$ cat src/design/trial_division_factorizer_defines.svh
// assertion macros shared by the factorizer modules
`ifndef TRIAL_DIVISION_FACTORIZER_DEFINES_SVH
`define TRIAL_DIVISION_FACTORIZER_DEFINES_SVH

`ifndef SYNTHESIS
// checked outside reset
`define TDF_ASSERT(lbl, clk, rstn, prop, msg) \
  lbl: assert property (@(posedge clk) disable iff (!rstn) prop) else $error(msg);
// checked at every edge, reset included
`define TDF_ASSERT_ALWAYS(lbl, clk, prop, msg) \
  lbl: assert property (@(posedge clk) prop) else $error(msg);
`else
`define TDF_ASSERT(lbl, clk, rstn, prop, msg)
`define TDF_ASSERT_ALWAYS(lbl, clk, prop, msg)
`endif

`endif

$ cat src/design/tdf_pkg.sv
package tdf_pkg;

  // value bits that take part in the factoring
  localparam int unsigned VALUE_WIDTH = 32;

  // data and exponent widths of the words
  localparam int unsigned DW = 32;
  localparam int unsigned EW = 5;

  // step counter of the bit-serial divider
  localparam int unsigned STEP_W = $clog2(DW);

  localparam logic [DW-1:0] VALUE_MASK =
    (VALUE_WIDTH >= DW) ? {DW{1'b1}} : DW'((64'd1 << VALUE_WIDTH) - 64'd1);

  typedef struct packed {
    logic          start;
    logic [DW-1:0] dividend;
    logic [DW-1:0] divisor;
  } div_req_t;

  typedef struct packed {
    logic          done;
    logic [DW-1:0] quotient;
    logic [DW-1:0] remainder;
  } div_rsp_t;

endpackage

$ cat src/design/tdf_divider.sv
`include "trial_division_factorizer_defines.svh"

module tdf_divider
  import tdf_pkg::*;
(
  input  logic     clk_i,
  input  logic     rst_ni,
  input  div_req_t req_i,
  output div_rsp_t rsp_o
);

  logic              running_q, running_d;
  logic              done_q, done_d;
  logic [STEP_W-1:0] step_q, step_d;
  logic [DW-1:0]     rem_q, rem_d;
  logic [DW-1:0]     quo_q, quo_d;
  logic [DW-1:0]     dvs_q, dvs_d;

  logic [DW:0]       shifted;
  logic [DW+1:0]     diff;

  // one restoring step: shift in the next dividend bit, try a subtract
  assign shifted = {rem_q, quo_q[DW-1]};
  assign diff    = {1'b0, shifted} - {2'b00, dvs_q};

  always_comb begin
    running_d = running_q;
    done_d    = 1'b0;
    step_d    = step_q;
    rem_d     = rem_q;
    quo_d     = quo_q;
    dvs_d     = dvs_q;
    if (req_i.start) begin
      running_d = 1'b1;
      step_d    = '0;
      rem_d     = '0;
      quo_d     = req_i.dividend;
      dvs_d     = req_i.divisor;
    end else if (running_q) begin
      if (!diff[DW+1]) begin
        rem_d = diff[DW-1:0];
        quo_d = {quo_q[DW-2:0], 1'b1};
      end else begin
        rem_d = shifted[DW-1:0];
        quo_d = {quo_q[DW-2:0], 1'b0};
      end
      step_d = step_q + STEP_W'(1);
      if (step_q == STEP_W'(DW - 1)) begin
        running_d = 1'b0;
        done_d    = 1'b1;
      end
    end
  end

  always_ff @(posedge clk_i or negedge rst_ni) begin
    if (!rst_ni) begin
      running_q <= 1'b0;
      done_q    <= 1'b0;
      step_q    <= '0;
    end else begin
      running_q <= running_d;
      done_q    <= done_d;
      step_q    <= step_d;
    end
  end

  always_ff @(posedge clk_i) begin
    rem_q <= rem_d;
    quo_q <= quo_d;
    dvs_q <= dvs_d;
  end

  assign rsp_o.done      = done_q;
  assign rsp_o.quotient  = quo_q;
  assign rsp_o.remainder = rem_q;

  // a new division never starts on top of a running one
  `TDF_ASSERT(a_no_restart, clk_i, rst_ni, running_q |-> !req_i.start, "divider restarted")
  // done is a single cycle pulse
  `TDF_ASSERT(a_done_pulse, clk_i, rst_ni, done_q |=> !done_q, "done held")
  // done only follows the final step
  `TDF_ASSERT(a_done_after_run, clk_i, rst_ni, done_q |-> $past(running_q), "done without run")

endmodule

$ cat src/design/trial_division_factorizer.sv
// work: one run of the 32-step divider per trial division, plus hand-off;
//   one trial division per candidate up to sqrt(value), plus one per prime power
// throughput: one word at a time; busy stays high until its last result is out
// values below two give a single marker result in the cycle after start
// results are one-cycle strobes; the receiver cannot stall them
// reset: asynchronous active low, returns to idle with no result pending
`include "trial_division_factorizer_defines.svh"

module trial_division_factorizer
  import tdf_pkg::*;
(
  input  logic          clk_i,
  input  logic          rst_ni,
  input  logic          start,
  input  logic [DW-1:0] value_i,
  output logic          busy,
  output logic          result_valid_o,
  output logic [DW-1:0] prime_o,
  output logic [EW-1:0] exponent_o,
  output logic          last_o
);

  typedef enum logic [1:0] {
    ST_IDLE,
    ST_DIV,
    ST_FINAL
  } state_e;

  state_e        state_q, state_d;

  // working registers of the factoring loop
  logic [DW-1:0] rem_q, rem_d;        // part of the value not yet factored
  logic [DW-1:0] trial_q, trial_d;    // current candidate divisor
  logic [EW-1:0] cnt_q, cnt_d;        // exponent being counted
  logic          counting_q, counting_d;

  // one result held back, since its last flag is known only later
  logic          pend_valid_q, pend_valid_d;
  logic [DW-1:0] pend_prime_q, pend_prime_d;
  logic [EW-1:0] pend_exp_q, pend_exp_d;

  // registered result word
  logic          res_valid_q, res_valid_d;
  logic [DW-1:0] res_prime_q, res_prime_d;
  logic [EW-1:0] res_exp_q, res_exp_d;
  logic          res_last_q, res_last_d;

  logic [DW-1:0] masked;
  logic [DW-1:0] trial_next;
  div_req_t      div_req;
  div_rsp_t      div_rsp;

  tdf_divider u_divider (
    .clk_i  (clk_i),
    .rst_ni (rst_ni),
    .req_i  (div_req),
    .rsp_o  (div_rsp)
  );

  assign masked     = value_i & VALUE_MASK;
  assign trial_next = trial_q + DW'(1);

  always_comb begin
    state_d      = state_q;
    rem_d        = rem_q;
    trial_d      = trial_q;
    cnt_d        = cnt_q;
    counting_d   = counting_q;
    pend_valid_d = pend_valid_q;
    pend_prime_d = pend_prime_q;
    pend_exp_d   = pend_exp_q;
    res_valid_d  = 1'b0;
    res_prime_d  = res_prime_q;
    res_exp_d    = res_exp_q;
    res_last_d   = res_last_q;

    div_req.start    = 1'b0;
    div_req.dividend = rem_q;
    div_req.divisor  = trial_q;

    unique case (state_q)
      ST_IDLE: begin
        if (start) begin
          if (masked < DW'(2)) begin
            // no prime factors: marker result
            res_valid_d = 1'b1;
            res_prime_d = '0;
            res_exp_d   = '0;
            res_last_d  = 1'b1;
          end else begin
            rem_d            = masked;
            trial_d          = DW'(2);
            cnt_d            = '0;
            counting_d       = 1'b0;
            pend_valid_d     = 1'b0;
            div_req.start    = 1'b1;
            div_req.dividend = masked;
            div_req.divisor  = DW'(2);
            state_d          = ST_DIV;
          end
        end
      end

      ST_DIV: begin
        if (div_rsp.done) begin
          if (!counting_q) begin
            // quotient below divisor means divisor squared exceeds the rest
            if (div_rsp.quotient < trial_q) begin
              if (rem_q > DW'(1)) begin
                if (pend_valid_q) begin
                  res_valid_d = 1'b1;
                  res_prime_d = pend_prime_q;
                  res_exp_d   = pend_exp_q;
                  res_last_d  = 1'b0;
                  state_d     = ST_FINAL;
                end else begin
                  // the value itself is prime
                  res_valid_d = 1'b1;
                  res_prime_d = rem_q;
                  res_exp_d   = EW'(1);
                  res_last_d  = 1'b1;
                  state_d     = ST_IDLE;
                end
              end else begin
                // fully factored: held result is the last one
                res_valid_d = 1'b1;
                res_prime_d = pend_prime_q;
                res_exp_d   = pend_exp_q;
                res_last_d  = 1'b1;
                state_d     = ST_IDLE;
              end
              pend_valid_d = 1'b0;
            end else if (div_rsp.remainder == '0) begin
              // divisor found: start dividing it out
              rem_d            = div_rsp.quotient;
              cnt_d            = EW'(1);
              counting_d       = 1'b1;
              div_req.start    = 1'b1;
              div_req.dividend = div_rsp.quotient;
            end else begin
              trial_d         = trial_next;
              div_req.start   = 1'b1;
              div_req.divisor = trial_next;
            end
          end else begin
            if (div_rsp.remainder == '0) begin
              rem_d            = div_rsp.quotient;
              cnt_d            = cnt_q + EW'(1);
              div_req.start    = 1'b1;
              div_req.dividend = div_rsp.quotient;
            end else begin
              // power exhausted: release the older result, hold this one
              if (pend_valid_q) begin
                res_valid_d = 1'b1;
                res_prime_d = pend_prime_q;
                res_exp_d   = pend_exp_q;
                res_last_d  = 1'b0;
              end
              pend_valid_d    = 1'b1;
              pend_prime_d    = trial_q;
              pend_exp_d      = cnt_q;
              counting_d      = 1'b0;
              trial_d         = trial_next;
              div_req.start   = 1'b1;
              div_req.divisor = trial_next;
            end
          end
        end
      end

      ST_FINAL: begin
        // leftover above one is a prime with exponent one
        res_valid_d = 1'b1;
        res_prime_d = rem_q;
        res_exp_d   = EW'(1);
        res_last_d  = 1'b1;
        state_d     = ST_IDLE;
      end

      default: begin
        state_d = ST_IDLE;
      end
    endcase
  end

  always_ff @(posedge clk_i or negedge rst_ni) begin
    if (!rst_ni) begin
      state_q      <= ST_IDLE;
      rem_q        <= '0;
      trial_q      <= DW'(2);
      cnt_q        <= '0;
      counting_q   <= 1'b0;
      pend_valid_q <= 1'b0;
      pend_prime_q <= '0;
      pend_exp_q   <= '0;
      res_valid_q  <= 1'b0;
      res_prime_q  <= '0;
      res_exp_q    <= '0;
      res_last_q   <= 1'b0;
    end else begin
      state_q      <= state_d;
      rem_q        <= rem_d;
      trial_q      <= trial_d;
      cnt_q        <= cnt_d;
      counting_q   <= counting_d;
      pend_valid_q <= pend_valid_d;
      pend_prime_q <= pend_prime_d;
      pend_exp_q   <= pend_exp_d;
      res_valid_q  <= res_valid_d;
      res_prime_q  <= res_prime_d;
      res_exp_q    <= res_exp_d;
      res_last_q   <= res_last_d;
    end
  end

  assign busy           = (state_q != ST_IDLE);
  assign result_valid_o = res_valid_q;
  assign prime_o        = res_prime_q;
  assign exponent_o     = res_exp_q;
  assign last_o         = res_last_q;

  // after the last word of an item the block is ready again
  `TDF_ASSERT(a_last_idle, clk_i, rst_ni, (result_valid_o && last_o) |-> !busy, "busy after last")
  // a result that is not last leaves the item still in progress
  `TDF_ASSERT(a_more_busy, clk_i, rst_ni, (result_valid_o && !last_o) |-> busy, "idle before last")
  // only the marker carries prime zero
  `TDF_ASSERT_ALWAYS(a_marker, clk_i,
    (result_valid_o && (prime_o == '0)) |-> (last_o && (exponent_o == '0)), "bad marker")

endmodule

$ cat config.mk
export PLATFORM = sky130hd
export DESIGN_NAME = trial_division_factorizer
export DESIGN_NICKNAME = d
export VERILOG_FILES = /design/src/design/tdf_pkg.sv /design/src/design/tdf_divider.sv /design/src/design/trial_division_factorizer.sv
export VERILOG_INCLUDE_DIRS = /design/src /design/src/design
export SDC_FILE = /design/constraint.sdc
export NUM_CORES = 1
export LEC_CHECK = 0
export BUFFER_PORTS_ARGS = -buffer_cell sky130_fd_sc_hd__buf_2
export CAP_MARGIN = 40
export CORE_MARGIN = 5
export CORE_UTILIZATION = 55
export DETAILED_ROUTE_END_ITERATION = 10
export PLACE_DENSITY_LB_ADDON = 0.25
export SLEW_MARGIN = 20
export SYNTH_ARGS = -nofsm -noshare
export SYNTH_HDL_FRONTEND = slang
export SYNTH_HIERARCHICAL = 1
export SYNTH_SLANG_ARGS = --single-unit
$ cat constraint.sdc
create_clock -name clk_i -period 11 [get_ports clk_i]
set_input_delay 1.65 -clock clk_i [delete_from_list [all_inputs] [get_ports clk_i]]
set_output_delay 1.65 -clock clk_i [all_outputs]
set_load 0.02 [all_outputs]
==> out/metrics.json, run 1 <==
{
  "overflow": {"value": 0},
  "ys_top_cells_by_area": {"value": "dfrtp_1 (24%), edfxtp_1 (12%), ha_1 (5.6%)"},
  "netlist_area": {"value": 15800, "unit": "um2"},
  "worst_setup_path_endpoint": {"value": "u_divider/quo_q[5]"},
  "postSynthCellCount": {"value": 1674},
  "antenna_left": {"value": 0},
  "crit-reg2reg-capture": {"value": "u_divider/quo_q[5]"},
  "hold_buffers": {"value": 0},
  "cts_htree_levels": {"value": 1},
  "crit_cells": {"value": 12},
  "hold_path.class": {"value": "flip-flop to flip-flop"},
  "synth.ff_latch_count": {"value": 252},
  "finalClockSkew": {"value": 0.0121, "unit": "ns"},
  "clk_root_buffer_cell": {"value": "clkbuf_16"},
  "critPathSlowestCell": {"value": "dfrtp_1"},
  "starting_density_of_the_core": {"value": 55.5, "unit": "%"},
  "intPower": {"value": 0.00257, "unit": "W"},
  "crit_path_cell_trace": {"value": "inv_1, ha_1, nand4_1, nor4_2, and4_1, and3_1, a32oi_1, nand2_4, buf_4, inv_1, nand2_1, buf_4"},
  "setup_viol": {"value": 0},
  "route.vias.total": {"value": 13800},
  "critPathLaunch": {"value": "trial_q[26]"},
  "cts_setup_buffers": {"value": 0},
  "post_cts_resized": {"value": 0},
  "io_buffer_count": {"value": 74},
  "remaining_drc_errors": {"value": 0},
  "pwr-share-clk": {"value": 22.4, "unit": "%"},
  "status": {"value": "completed"},
  "maxSlewHeadroom": {"value": 43.9, "unit": "%"},
  "path_class": {"value": "flip-flop to flip-flop"},
  "crit_path_end_kind": {"value": "flip-flop"},
  "share_of_the_cycle_needed_by_the_critical_path_after_routing": {"value": 39.0, "unit": "%"},
  "fillCellCount": {"value": 2461},
  "totalNegativeSetupSlack": {"value": 0, "unit": "ns"},
  "numCtsBuffers": {"value": 29},
  "ctsLongestPathBuffers": {"value": 3},
  "vdd_ir_drop_max": {"value": 0.163, "unit": "mV"},
  "grt_setup_unrepaired": {"value": "no"},
  "drt_iter0_drc": {"value": 1428},
  "met2_wirelength": {"value": 20400, "unit": "um"},
  "pwr_density_cell": {"value": 249, "unit": "nW/um2"},
  "cp_max_fo": {"value": 34},
  "critical-path-top-delay-family": {"value": "simple AND/OR/NAND/NOR gates"},
  "synth_top_area_cell": {"value": "dfrtp_1"},
  "yosysSeqAreaShare": {"value": 40.8, "unit": "%"},
  "cts_tree": {"value": "done"},
  "crit_buf_inv": {"value": 4},
  "grt_start_max_net_pins": {"value": 87},
  "met3_wirelength": {"value": 3220, "unit": "um"},
  "finish.utilization": {"value": 61.1, "unit": "%"},
  "synthesized_nets": {"value": 1781},
  "synth-edff-count": {"value": 64},
  "max-cap-violations": {"value": 0},
  "initial_antenna_violation_count": {"value": 0},
  "post_drt_wl_per_cell": {"value": 21.3, "unit": "um"},
  "maxSlewViolCount": {"value": 0},
  "std_cell_rows": {"value": 62},
  "maxClockFrequency": {"value": 233, "unit": "MHz"},
  "final_worst_path_period_need": {"value": 4.29, "unit": "ns"},
  "final_hold_viol_count": {"value": 0},
  "cts_sinks": {"value": 252},
  "post-dp-hpwl": {"value": 30600, "unit": "um"},
  "synthArstFlopShare": {"value": 61.9, "unit": "%"},
  "reg2reg_setup_slack": {"value": 6.71, "unit": "ns"},
  "core_area": {"value": 28500, "unit": "um2"},
  "worst_pin_slew": {"value": 0.833, "unit": "ns"},
  "cp_data_required_time": {"value": 11.18, "unit": "ns"},
  "synth_area_per_cell": {"value": 9.46, "unit": "um2"},
  "critical_path.startpoint_type": {"value": "flip-flop"},
  "power.switching_fraction": {"value": 40.8, "unit": "%"},
  "slowest_delay": {"value": 0.48, "unit": "ns"},
  "synth_cell_type_count": {"value": 93},
  "data_arrival_at_the_endpoint_of_the_critical_path": {"value": 4.47, "unit": "ns"},
  "top_level_ports": {"value": 75},
  "yosys_warnings": {"value": 6},
  "cts.reportedPaths.clkPinSlew": {"value": 0.06, "unit": "ns"},
  "part_of_the_power_in_registers": {"value": 33.5, "unit": "%"},
  "vias_in_the_first_global_route": {"value": 13300},
  "num_antenna_cells": {"value": 0},
  "die_outline_area": {"value": 32300, "unit": "um2"},
  "global_route.usage.total": {"value": 26.7, "unit": "%"},
  "num-nets-final": {"value": 1800},
  "die-width": {"value": 180, "unit": "um"},
  "syn2layout_area_growth": {"value": 10.2, "unit": "%"},
  "drive_above_1_share": {"value": 15.5, "unit": "%"},
  "route.layer.met1.wl": {"value": 19700, "unit": "um"},
  "synth.top_cell.area_share": {"value": 24.5, "unit": "%"},
  "grt_first_pass_wirelength": {"value": 72100, "unit": "um"},
  "leakagePower": {"value": 7.34, "unit": "nW"},
  "drt_wl_total": {"value": 44700, "unit": "um"},
  "routed_vias_inst": {"value": 6.57},
  "postSynth.topFlopCell": {"value": "dfrtp_1"},
  "drt_first_pass_iters": {"value": 6},
  "launch_instance_of_the_worst_register_to_register_path": {"value": "trial_q[26]"},
  "die-height": {"value": 180, "unit": "um"},
  "share_comb_of_total_power": {"value": 44.1, "unit": "%"},
  "finalWeightedCongestion": {"value": 0.933},
  "dr.max_layer_used": {"value": "met4"},
  "r2r_cells": {"value": 12},
  "power.switching": {"value": 0.00177, "unit": "W"},
  "clock_insertion_delay_worst_skew": {"value": 0.55, "unit": "ns"}
}
[worst min-delay path: stages (launching register included)]
cell	delay [ns]
dfrtp_1	0.34
nand2_1	0.05
o21ai_0	0.06
[cell usage in the layout, fill, tap and decap left out, types with 22 or more instances in the layout]
master,n
a21o_1,23
nor2_1,111
a22o_1,32
edfxtp_1,64
nor4_1,40
nor3_1,43
a311oi_1,22
dfrtp_1,154
o21ai_0,109
and2_1,41
clkbuf_16,29
nand3_1,31
inv_1,87
buf_2,74
mux2_2,70
a21oi_1,61
ha_1,70
nand4_1,27
a221o_1,60
nand2_1,161
dfxtp_1,32
or3_1,33
[through the flow]
step | worst slack (ns) | instances | hold WS (ns) | total power [W] | cell area (um2)
floorplan | 6.41 | 1674 | 0.450 | 0.00279 | 15800
global placement | 5.74 | 2036 | 0.466 | 0.00323 | 16300
detailed placement | 5.60 | 2042 | 0.476 | 0.00332 | 16400
CTS | 6.18 | 2094 | 0.489 | 0.00430 | 17400
global route | 6.49 | 2098 | 0.511 | 0.00458 | 17400
finish | 6.71 | 2098 | 0.483 | 0.00435 | 17400
[worst min path at each step]
stage / start / to / slack, ns / cells after the start
6_report: pend_prime_q[8] / pend_prime_q[8] / 0.48 / 2
5_1_grt: pend_prime_q[1] / pend_prime_q[1] / 0.51 / 2
4_1_cts: pend_prime_q[8] / pend_prime_q[8] / 0.49 / 2
3_5_place_dp: pend_prime_q[1] / pend_prime_q[1] / 0.48 / 2
3_3_place_gp: pend_prime_q[21] / pend_prime_q[21] / 0.47 / 2
2_1_floorplan: pend_prime_q[10] / pend_prime_q[10] / 0.45 / 2
[power by group through the flow]
stage	Clock, W	Combinational, W	Sequential [W]
after floorplan	0	0.00136	0.00143
after CTS	0.000986	0.00187	0.00145
final	0.000975	0.00192	0.00145
after global routing	0.00103	0.00207	0.00148
after global placement	0	0.00177	0.00146
after detailed placement	0	0.00185	0.00146
[metal layers]
metal  track usage [%]  up-vias
li1                  -     6323
met1              38.1     6675
met2              42.6      674
met3              3.35      114
met4              8.50        0
met5                 0        -
[synth_stat cells, drive strengths merged (34+ instances only)]
cell type	number
nor2	114
o21ai	117
and2	41
inv	87
or3	34
dfrtp	155
nand2	164
nor3	44
clkbuf	73
a21oi	65
ha	71
a221o	60
buf	41
mux2	73
edfxtp	64
nor4	41
[logic make-up after synthesis]
group | count (synthesis) | share of synthesized area (%)
flops | 252 | 40.8
simple gates | 563 | 17.9
compound gates | 473 | 22.3
xor+xnor | 21 | 1.16
mux | 92 | 6.39
buf+inv | 201 | 5.61
fa+ha+maj | 72 | 5.74
[state kept, by name, indices dropped and copies added (netlist names), 2 cells and up]
register          flops
pend_exp_q            5
rem_q                32
cnt_q                 5
pend_prime_q         32
u_divider/dvs_q      32
u_divider/step_q      5
u_divider/rem_q      32
trial_q              32
exponent_o            5
prime_o              32
state_q               2
u_divider/quo_q      32
[final cells by class]
class | instances | area (um2) | area share [%]
inverters | 87 | 327 | 1.87
well taps | 384 | 480 | 2.75
clock inverters | 13 | 143 | 0.817
repair buffers | 102 | 706 | 4.04
clock buffers | 39 | 813 | 4.66
multi-input cells | 1221 | 8510 | 48.8
flip-flops and latches | 252 | 6470 | 37.1
No activity file was read; power rests on OpenSTA's default activity.
==> run 2: changes to the inputs <==
==> constraint.sdc (replaced) <==
create_clock -name clk_i -period 4.1 [get_ports clk_i]
set_input_delay 0.615 -clock clk_i [delete_from_list [all_inputs] [get_ports clk_i]]
set_output_delay 0.615 -clock clk_i [all_outputs]
set_load 0.02 [all_outputs]
==> run 2 against run 1 <==
Net effect:
- register-to-register slack worse by 6.1 ns
- clock skew is 0.024 ns higher
- highest routed layer unchanged
- worst setup slack worse by 6.1 ns
- die area stayed put
- first-iteration DRC count up 21%
- final cell count is 1.0% higher
- largest power group unchanged
- maximum frequency increased by 22%
- global-route usage up 0.50 points
==> out/metrics.json, run 2 (same netlist as run 1, synthesis figures left out) <==
{
  "post_cts_resized": {"value": 0, "change": "unchanged"},
  "most_common_cell_after_layout_fill_and_taps_aside": {"value": "nand2_1"},
  "io_buffer_count": {"value": 74, "change": "unchanged"},
  "data_arrival_at_the_endpoint_of_the_critical_path": {"value": 3.86, "unit": "ns", "change": "-0.61 ns"},
  "post-dp-hpwl": {"value": 31400, "unit": "um", "change": "+2.6%"},
  "finalClockSkew": {"value": 0.0357, "unit": "ns", "change": "+0.0236 ns"},
  "cp_max_fo": {"value": 28, "change": "-18%"},
  "die_outline_area": {"value": 32300, "unit": "um2", "change": "unchanged"},
  "ff_latch_area": {"value": 6470, "unit": "um2", "change": "unchanged"},
  "critical_path.startpoint_type": {"value": "flip-flop"},
  "maxClockFrequency": {"value": 283, "unit": "MHz", "change": "+22%"},
  "power.switching": {"value": 0.00484, "unit": "W", "change": "+170%"},
  "vdd_ir_drop_max": {"value": 0.628, "unit": "mV", "change": "+290%"},
  "layout.cells.most_common_list": {"value": "nand2_1 (160), dfrtp_1 (154), nor2_1 (111)"},
  "path_class": {"value": "flip-flop to flip-flop"},
  "finalPower": {"value": 0.0118, "unit": "W", "change": "+170%"},
  "drt_iter0_drc": {"value": 1725, "change": "+21%"},
  "hold_path.class": {"value": "input pin to flip-flop"},
  "cts_htree_levels": {"value": 1, "change": "unchanged"},
  "global_route.usage.total": {"value": 27.2, "unit": "%", "change": "+0.50 points"},
  "pwr_density_cell": {"value": 670, "unit": "nW/um2", "change": "+170%"},
  "grt_first_pass_wirelength": {"value": 73500, "unit": "um", "change": "+1.9%"},
  "share_comb_of_total_power": {"value": 44.2, "unit": "%", "change": "about the same"},
  "grt_setup_unrepaired": {"value": "no"},
  "holdWs": {"value": 0.359, "unit": "ns", "change": "-0.124 ns"},
  "crit_path_end_kind": {"value": "flip-flop"},
  "fillCellCount": {"value": 2445, "change": "-0.65%"},
  "grt_start_max_net_pins": {"value": 73, "change": "-16%"},
  "post_drt_wl_per_cell": {"value": 21.4, "unit": "um", "change": "+0.48%"},
  "top_level_ports": {"value": 75, "change": "unchanged"},
  "syn2layout_area_growth": {"value": 11.0, "unit": "%"},
  "core_area": {"value": 28500, "unit": "um2", "change": "unchanged"},
  "clock_insertion_delay_worst_skew": {"value": 0.58, "unit": "ns", "change": "+0.03 ns"},
  "drive_above_1_share": {"value": 16.5, "unit": "%", "change": "+1.0 points"},
  "part_of_the_power_in_registers": {"value": 33.3, "unit": "%", "change": "-0.2 points"},
  "vias_in_the_first_global_route": {"value": 13400, "change": "+0.94%"},
  "maxSlewViolCount": {"value": 0, "change": "unchanged"},
  "num_antenna_cells": {"value": 0, "change": "unchanged"},
  "route.vias.total": {"value": 13800, "change": "+0.073%"},
  "reg2reg_setup_slack": {"value": 0.57, "unit": "ns", "change": "-6.14 ns"},
  "die-height": {"value": 180, "unit": "um", "change": "unchanged"},
  "starting_density_of_the_core": {"value": 55.5, "unit": "%", "change": "unchanged"},
  "launch_instance_of_the_worst_register_to_register_path": {"value": "trial_q[2]"},
  "cts.reportedPaths.clkPinSlew": {"value": 0.06, "unit": "ns", "change": "about the same"},
  "cts_tree": {"value": "done"},
  "max-cap-violations": {"value": 0, "change": "unchanged"},
  "dpl_cell_area": {"value": 16600, "unit": "um2", "change": "+0.77%"},
  "drt_first_pass_iters": {"value": 6, "change": "unchanged"},
  "final_worst_path_period_need": {"value": 3.53, "unit": "ns", "change": "-0.760 ns"},
  "inst_count_dp": {"value": 2061, "change": "+0.93%"},
  "die-width": {"value": 180, "unit": "um", "change": "unchanged"},
  "multi_input_area": {"value": 8510, "unit": "um2", "change": "about the same"},
  "maxSlewHeadroom": {"value": 47.2, "unit": "%", "change": "+3.3 points"},
  "status": {"value": "completed"},
  "pwr-share-clk": {"value": 22.5, "unit": "%", "change": "about the same"},
  "numCtsBuffers": {"value": 30, "change": "+3.4%"},
  "cp_data_required_time": {"value": 4.43, "unit": "ns", "change": "-6.75 ns"},
  "worst_pin_slew": {"value": 0.792, "unit": "ns", "change": "-0.0413 ns"},
  "totalNegativeSetupSlack": {"value": 0, "unit": "ns", "change": "unchanged"},
  "intPower": {"value": 0.00693, "unit": "W", "change": "+170%"},
  "ctsLongestPathBuffers": {"value": 3, "change": "unchanged"},
  "layoutNonFillerInstCount": {"value": 2119, "change": "+1.0%"},
  "overflow": {"value": 0, "change": "unchanged"},
  "routed_vias_inst": {"value": 6.51, "change": "-0.92%"},
  "antenna_left": {"value": 0, "change": "unchanged"},
  "remaining_drc_errors": {"value": 0, "change": "unchanged"},
  "std_cell_rows": {"value": 62, "change": "unchanged"},
  "hold_path.startpoint": {"value": "value_i[19]"},
  "cts_sinks": {"value": 252, "change": "unchanged"},
  "final_hold_viol_count": {"value": 0, "change": "unchanged"},
  "power.switching_fraction": {"value": 41.2, "unit": "%", "change": "+0.41 points"},
  "finalWeightedCongestion": {"value": 0.921, "change": "-1.3%"},
  "initial_antenna_violation_count": {"value": 0, "change": "unchanged"},
  "critPathLaunch": {"value": "trial_q[2]"},
  "clk_root_buffer_cell": {"value": "clkbuf_16"},
  "share_of_the_cycle_needed_by_the_critical_path_after_routing": {"value": 86.1, "unit": "%", "change": "+47 points"},
  "setup_viol": {"value": 0, "change": "unchanged"},
  "drt_wl_total": {"value": 45300, "unit": "um", "change": "+1.5%"},
  "design_area": {"value": 17600, "unit": "um2", "change": "+0.70%"},
  "leakagePower": {"value": 7.43, "unit": "nW", "change": "+1.1%"},
  "num-nets-final": {"value": 1818, "change": "+1.0%"}
}
## run 2: cell types whose count changed in the layout (fill, tap and decap cells not counted), sizes merged
cell	previous run	this run
dlygate4sd3	0	1
clkbuf	39	41
bufinv	3	2
buf	102	118
clkinv	7	11
inv	89	88
## run 2: worst max-delay path, stage by stage, from the launching register on
cell	delay (ns)
dfrtp_1	0.48
inv_1	0.15
ha_1	0.33
a211oi_1	0.22
o21ai_1	0.12
a41oi_1	0.29
o21ai_2	0.21
a31oi_2	0.52
nor2_2	0.08
buf_4	0.26
a221o_1	0.34
mux2_2	0.26
## run 2: metrics by stage
stage	util [%]	worst slack, ns
detailed placement	58.0	0.633
global route	61.5	0.339
floorplan	-	0.236
CTS	61.5	0.617
global placement	57.9	0.711
finish	61.5	0.571
## run 2: per-layer routing
| metal | vias to the layer above | part of all wire, % | GRT usage, % |
|---|---|---|---|
| met4 | 0 | 2.7 | 7.19 |
| met3 | 94 | 8.7 | 4.26 |
| met1 | 6625 | 43 | 39.4 |
| met2 | 717 | 46 | 42.9 |
| li1 | 6360 | - | - |
| met5 | - | 0 | 0 |
## run 2: worst paths after layout
check | to | depth (start not counted)
setup / recovery | u_divider/quo_q[12] | 11
hold / removal | rem_q[19] | 3
setup reg to reg | u_divider/quo_q[12] | 11
hold reg to reg | pend_prime_q[4] | 2
max in group asynchronous | trial_q[31] | 4
min in group asynchronous | prime_o[24] | 2
## run 2: final cells by class
type / count / share of cell area (%)
tap: 384 / 2.73
sequential: 252 / 36.8
multi-input combinational: 1221 / 48.4
timing repair buffer: 119 / 4.50
clock buffer: 41 / 4.74
inverter: 87 / 1.86
clock inverter: 15 / 0.947
## run 2: power groups by stage
stage	Clock [W]	Sequential [W]	Combinational, W
5_1_grt	0.00282	0.00399	0.00561
4_1_cts	0.00270	0.00389	0.00511
3_3_place_gp	0	0.00391	0.00497
3_5_place_dp	0	0.00393	0.00508
2_1_floorplan	0	0.00384	0.00364
6_report	0.00265	0.00392	0.00520
## run 2: repair_timing
item                                    4_1_cts  5_1_grt
setup buffers                                 0        0
hold buffers                                  1        0
endpoints found under the setup margin        0        0
endpoints found under the hold margin        30        0
